`src/design/ngh_pkg.sv`:
```
`default_nettype none

package ngh_pkg;

  // Request codes carried by req_type.
  localparam logic REQ_INGEST = 1'b0;
  localparam logic REQ_QUERY  = 1'b1;

  // Configuration register indexes.
  localparam logic [1:0] CFG_CHAR_BASE     = 2'd0;
  localparam logic [1:0] CFG_ALPHABET_SIZE = 2'd1;
  localparam logic [1:0] CFG_BLOCK_LEN     = 2'd2;

  // Register reset values.
  localparam logic [7:0] CHAR_BASE_RST     = 8'd97;
  localparam logic [4:0] ALPHABET_SIZE_RST = 5'd16;
  localparam logic [2:0] BLOCK_LEN_RST     = 3'd4;

  // Line terminator; it empties the window.
  localparam logic [7:0] NEWLINE_BYTE = 8'd10;

  // Commands from the controller to the datapath.
  typedef struct packed {
    logic start;      // capture the accepted beat
    logic chk;        // fold the current window byte into the prefix index
    logic rd;         // read the count of the current prefix
    logic wr;         // write back the incremented count, step to next level
    logic qstep;      // one step of the query limit and level base
    logic qrd;        // read the queried count
    logic clr;        // clear one store entry
    logic fin;        // load the result register
    logic fin_bad;    // result is a rejected query
    logic fin_count;  // result carries the count just read
  } ngh_cmd_t;

  // Status from the datapath to the controller.
  typedef struct packed {
    logic is_query;
    logic newline;
    logic window_full;
    logic qlvl_bad;
    logic byte_ok;
    logic walk_last;
    logic q_last;
    logic qidx_bad;
    logic clr_last;
    logic out_free;
  } ngh_stat_t;

  // Integer power, used at elaboration only.
  function automatic longint unsigned ngh_ipow(input int unsigned b, input int unsigned n);
    longint unsigned p;
    p = 1;
    for (int unsigned k = 0; k < n; k++) begin
      p = p * b;
    end
    return p;
  endfunction

  // Entries in the count store: one level per prefix length.
  function automatic longint unsigned ngh_store_depth(input int unsigned max_a,
                                                      input int unsigned max_b);
    longint unsigned p;
    longint unsigned d;
    p = 1;
    d = 0;
    for (int unsigned k = 0; k < max_b; k++) begin
      p = p * max_a;
      d = d + p;
    end
    return d;
  endfunction

endpackage

`default_nettype wire

```
`src/design/ngh_ctrl.sv`:
```
`default_nettype none

module ngh_ctrl (
  input  logic              clk,
  input  logic              rst,
  input  logic              in_valid,
  output logic              in_stall,
  input  ngh_pkg::ngh_stat_t st,
  output ngh_pkg::ngh_cmd_t  cmd
);
  import ngh_pkg::*;

  localparam logic [3:0] ST_CLR      = 4'd0;
  localparam logic [3:0] ST_IDLE     = 4'd1;
  localparam logic [3:0] ST_DISP     = 4'd2;
  localparam logic [3:0] ST_WALK_CHK = 4'd3;
  localparam logic [3:0] ST_WALK_RD  = 4'd4;
  localparam logic [3:0] ST_WALK_WR  = 4'd5;
  localparam logic [3:0] ST_Q_STEP   = 4'd6;
  localparam logic [3:0] ST_Q_CHK    = 4'd7;
  localparam logic [3:0] ST_FIN      = 4'd8;
  localparam logic [3:0] ST_FIN_BAD  = 4'd9;
  localparam logic [3:0] ST_FIN_CNT  = 4'd10;

  logic [3:0] state;
  logic [3:0] state_next;

  // New beats are taken only between items and after the clearing pass.
  assign in_stall = (state != ST_IDLE);

  // Next state and commands.
  always_comb begin
    state_next = state;
    cmd        = '0;
    unique case (state)
      ST_CLR: begin
        cmd.clr = 1'b1;
        if (st.clr_last) begin
          state_next = ST_IDLE;
        end
      end
      ST_IDLE: begin
        if (in_valid) begin
          cmd.start  = 1'b1;
          state_next = ST_DISP;
        end
      end
      ST_DISP: begin
        if (st.is_query) begin
          state_next = st.qlvl_bad ? ST_FIN_BAD : ST_Q_STEP;
        end else if (st.newline || !st.window_full) begin
          state_next = ST_FIN;
        end else begin
          state_next = ST_WALK_CHK;
        end
      end
      ST_WALK_CHK: begin
        if (st.byte_ok) begin
          cmd.chk    = 1'b1;
          state_next = ST_WALK_RD;
        end else begin
          state_next = ST_FIN;
        end
      end
      ST_WALK_RD: begin
        cmd.rd     = 1'b1;
        state_next = ST_WALK_WR;
      end
      ST_WALK_WR: begin
        cmd.wr     = 1'b1;
        state_next = st.walk_last ? ST_FIN : ST_WALK_CHK;
      end
      ST_Q_STEP: begin
        cmd.qstep = 1'b1;
        if (st.q_last) begin
          state_next = ST_Q_CHK;
        end
      end
      ST_Q_CHK: begin
        if (st.qidx_bad) begin
          state_next = ST_FIN_BAD;
        end else begin
          cmd.qrd    = 1'b1;
          state_next = ST_FIN_CNT;
        end
      end
      ST_FIN: begin
        if (st.out_free) begin
          cmd.fin    = 1'b1;
          state_next = ST_IDLE;
        end
      end
      ST_FIN_BAD: begin
        if (st.out_free) begin
          cmd.fin     = 1'b1;
          cmd.fin_bad = 1'b1;
          state_next  = ST_IDLE;
        end
      end
      ST_FIN_CNT: begin
        if (st.out_free) begin
          cmd.fin       = 1'b1;
          cmd.fin_count = 1'b1;
          state_next    = ST_IDLE;
        end
      end
      default: begin
        state_next = ST_IDLE;
      end
    endcase
  end

  // State register; reset starts the clearing pass.
  always_ff @(posedge clk) begin
    if (rst) begin
      state <= ST_CLR;
    end else begin
      state <= state_next;
    end
  end

`ifndef SYNTHESIS
  a_fin_free: assert property (@(posedge clk) disable iff (rst)
    cmd.fin |-> st.out_free)
    else $error("result loaded while the output register is still held");

  a_wr_next: assert property (@(posedge clk) disable iff (rst)
    (state == ST_WALK_WR) |=> (state == ST_WALK_CHK || state == ST_FIN))
    else $error("walk write not followed by next level or result");

  a_clr_exit: assert property (@(posedge clk) disable iff (rst)
    ($past(state) == ST_CLR && state != ST_CLR) |-> $past(st.clr_last))
    else $error("clearing pass left before the last entry");

  a_fin_idle: assert property (@(posedge clk) disable iff (rst)
    cmd.fin |=> (state == ST_IDLE))
    else $error("no return to idle after a result");
`endif

endmodule

`default_nettype wire

```
`config.mk`:
```
export PLATFORM = sky130hd
export DESIGN_NAME = ngh_ctrl
export DESIGN_NICKNAME = d
export VERILOG_FILES = /design/src/design/ngh_pkg.sv /design/src/design/ngh_ctrl.sv
export SDC_FILE = /design/constraint.sdc
export NUM_CORES = 1
export LEC_CHECK = 0
export BUFFER_PORTS_ARGS = -buffer_cell sky130_fd_sc_hd__buf_2
export CAP_MARGIN = 20
export CORE_AREA = 2 2 39 41
export CTS_BUF_LIST = sky130_fd_sc_hd__clkbuf_8
export DETAILED_ROUTE_END_ITERATION = 12
export DIE_AREA = 0 0 41 43
export PLACE_DENSITY = 0.67
export SETUP_SLACK_MARGIN = 0.2
export SYNTH_ARGS = -nofsm -noshare
export SYNTH_HDL_FRONTEND = slang
export SYNTH_SLANG_ARGS = --single-unit
```
`constraint.sdc`:
```
create_clock -name clk -period 2.14 [get_ports clk]
set_input_delay 0.321 -clock clk [delete_from_list [all_inputs] [get_ports clk]]
set_output_delay 0.321 -clock clk [all_outputs]
set_load 0.1 [all_outputs]
```
==> run_results.csv <==
group,metric,value,unit
drt,met2_length,695,um
sta,fin_ws,0.304,ns
clock_network,h-tree-depth,1,
placed_design,pre_cts_ws,0.528,ns
synth,yosysWarnings,0,
sta,fin_skew,0.00243,ns
sta,slew_headroom,0.679,
layout,reg_top3,"state (4)",
layout,final_nets,105,
grt,grt_antenna_before_repair,0,
synth,synth_fa_ha_area_frac,0,
grt,gr-usage-all-layers,0.176,
synth,yosysTopAreaCellShare,0.176,
drt,first_pass_iters,4,
run,cap_violations,0,
synth,synthMuxAreaShare,0,
synth,syn_inst,66,
clock_network,cts_sinks,4,
setup_path,crit_type,"reg2out",
placed_design,gp_congestion,0.890,
drt,drt-initial-drc-count,5,
synth,ys_seq_area_frac,0.176,
synth,synth_fp_nets,79,
sta,setup_violations,0,
floorplanning,initial_core_util,0.328,
power_and_ir_drop,p_per_area,426,nW/um^2
power_and_ir_drop,p_switching,127,uW
drt,wl_per_cell,12.9,um
clock_network,tritoncts,"yes",
synth,synth.cell_area,454,um^2
power_and_ir_drop,internal_power,240,uW
drt,wl_met3,53,um
layout,syn_to_final_growth,89.8,%
sta,period_minus_slack,1.84,ns
drt,routed.top_layer,"met3",
layout,antenna_cells,0,
power_and_ir_drop,clockPowerShare,0.422,
floorplanning,die_y,43,um
layout,drive_gt1_frac,0.489,
grt,grt_overflow,0,
synth,synth_ff_type,"dfxtp_1",
clock_network,postCtsSetupBuffers,0,
synth,synth_largest_area_cell,"dfxtp_1",
sta,fin_tns_setup,0,ns
sta,holdWs,0.330,ns
power_and_ir_drop,pwr-share-comb,0.347,
synth,synth_area_per_cell,6.88,um^2
synth,ys_ff_latch,4,
sta,worst_pin_slew,0.481,ns
synth,synthTopCellsByCount,"nand2_1, nor3_1",
floorplanning,dieWidth,41,um
grt,grt_pass1_vias,493,
synth,ys_top_cells_by_area,"dfxtp_1, nor3_1, nand2_1",
sta,fmax,545,MHz
setup_path,end_kind,"output pin",
synth,synth-simple-area-share,0.438,
clock_network,clk_pin_slew_worst_paths,0.03,ns
power_and_ir_drop,p_total,367,uW
synth,ys_types,30,
floorplanning,dieArea,1760,um^2
grt,grt_pass1_wl,2.15,mm
drt,routed_wl,1.36,mm
clock_network,cts_buffers,3,
clock_network,cts_hold_buf,0,
synth,synth.most_common_cell,"nand2_1",
clock_network,clock-root-buffer,"clkbuf_8",
drt,avgViaCountPerCell,5.40,
floorplanning,fp.coreArea,1380,um^2
power_and_ir_drop,p_sw_frac,0.346,
setup_path,crit_arrival,1.51,ns
synth,synth_xor_area_frac,0,
placed_design,portBuffers,23,
sta,period_share,0.858,
drt,ant_nets,0,
synth,synth_compound_area_frac,0.314,
floorplanning,num_rows,14,
synth,synth_edf_count,0,
setup_path,worstPathMaxFanout,9,
layout,largest_register_ffs,4,
sta,report.final.slew_viol_count,0,
sta,rsz0062_at_grt,"false",
floorplanning,io_pins,24,
clock_network,clk_latency,0.21,ns
drt,drcViolationCount,0,
sta,hold_violations,0,
clock_network,clk_path_buf_depth,2,
setup_path,startpoint_type,"flop",
min_path,hold_class,"in2reg",
synth,async_reset_ff_frac,0,
power_and_ir_drop,power_leakage,0.307,nW
layout,regMostFlops,"state",
power_and_ir_drop,max-vdd-ir-drop,0.274,mV
placed_design,dpl.hpwl,1.11,mm
synth,synth_top_family_by_area,"simple AND/OR/NAND/NOR gates",
power_and_ir_drop,p_seq_frac,0.231,
drt,vias,572,
grt,grt_start_max_net_pins,19,
setup_path,critPathRequiredTime,1.82,ns
status,outcome,"finished, final reports clean",
drt,wl_met1,614,um
cell type report:
class / instances / area, um^2
Clock buffer: 3 / 41.3
Fill cell: 127 / 522
Inverter: 1 / 3.75
Multi-Input combinational cell: 55 / 437
Sequential cell: 4 / 80.1
Tap cell: 16 / 20.0
Timing Repair Buffer: 27 / 280
kinds of logic after synthesis:
family	count (synthesis)
buffers and inverters	7
DFF	4
AOI/OAI and AO/OA	19
and+or+nand+nor	36
repair_timing:
item / 4_1_cts / 5_1_grt
hold endpoints to repair: 0 / 0
endpoints found under the setup margin: 0 / 2
resized for setup: 0 / 1
cells in the final DEF, fill, tap and decap left out, types with 2 or more instances in the layout:
master	n
nor3_4	3
dfxtp_1	4
nor2_1	2
nor4_4	2
nor3b_1	2
nand2_1	8
buf_2	14
o21ai_0	3
nor3_1	4
a21oi_1	4
nand2b_1	4
buf_4	4
clkbuf_8	3
nor2_2	2
buf_12	9
nand3b_1	2
stage by stage:
| step | utilization | instances | cell area, um^2 |
|---|---|---|---|
| 6_report | 0.623 | 106 | 862 |
| 5_1_grt | 0.623 | 106 | 862 |
| 4_1_cts | 0.621 | 106 | 860 |
| 3_5_place_dp | 0.591 | 103 | 818 |
| 3_3_place_gp | 0.591 | 103 | 818 |
| 2_1_floorplan | - | 66 | 588 |
per-layer routing:
| layer | vias to the layer above | GRT usage |
|---|---|---|
| li1 | 293 | - |
| met1 | 257 | 0.241 |
| met2 | 22 | 0.256 |
| met3 | 0 | 0.0209 |
| met4 | 0 | 0.0933 |
| met5 | - | 0 |
power by group through the flow:
| stage | logic (mW) | clock network, mW | registers (mW) |
|---|---|---|---|
| 2_1_floorplan | 0.0986 | 0 | 0.0817 |
| 3_3_place_gp | 0.126 | 0 | 0.0858 |
| 3_5_place_dp | 0.127 | 0 | 0.0858 |
| 4_1_cts | 0.127 | 0.161 | 0.0847 |
| 5_1_grt | 0.135 | 0.168 | 0.0858 |
| 6_report | 0.128 | 0.155 | 0.0849 |
final timing paths:
check / startpoint / endpoint / slack, ns / cells after the start
worst max register to register: state[2] / state[0] / 0.50 / 4
worst min register to register: state[3] / state[2] / 0.65 / 1
worst min-delay path: rst / state[0] / 0.33 / 2
worst max-delay path: state[3] / cmd[0] / 0.30 / 3
critical path: stages (launching register included):
cell and delay, ns:
dfxtp_1 0.51, nand2_1 0.27, nor4_4 0.31, buf_12 0.21
Note: power is estimated with default switching activity, not from simulation.
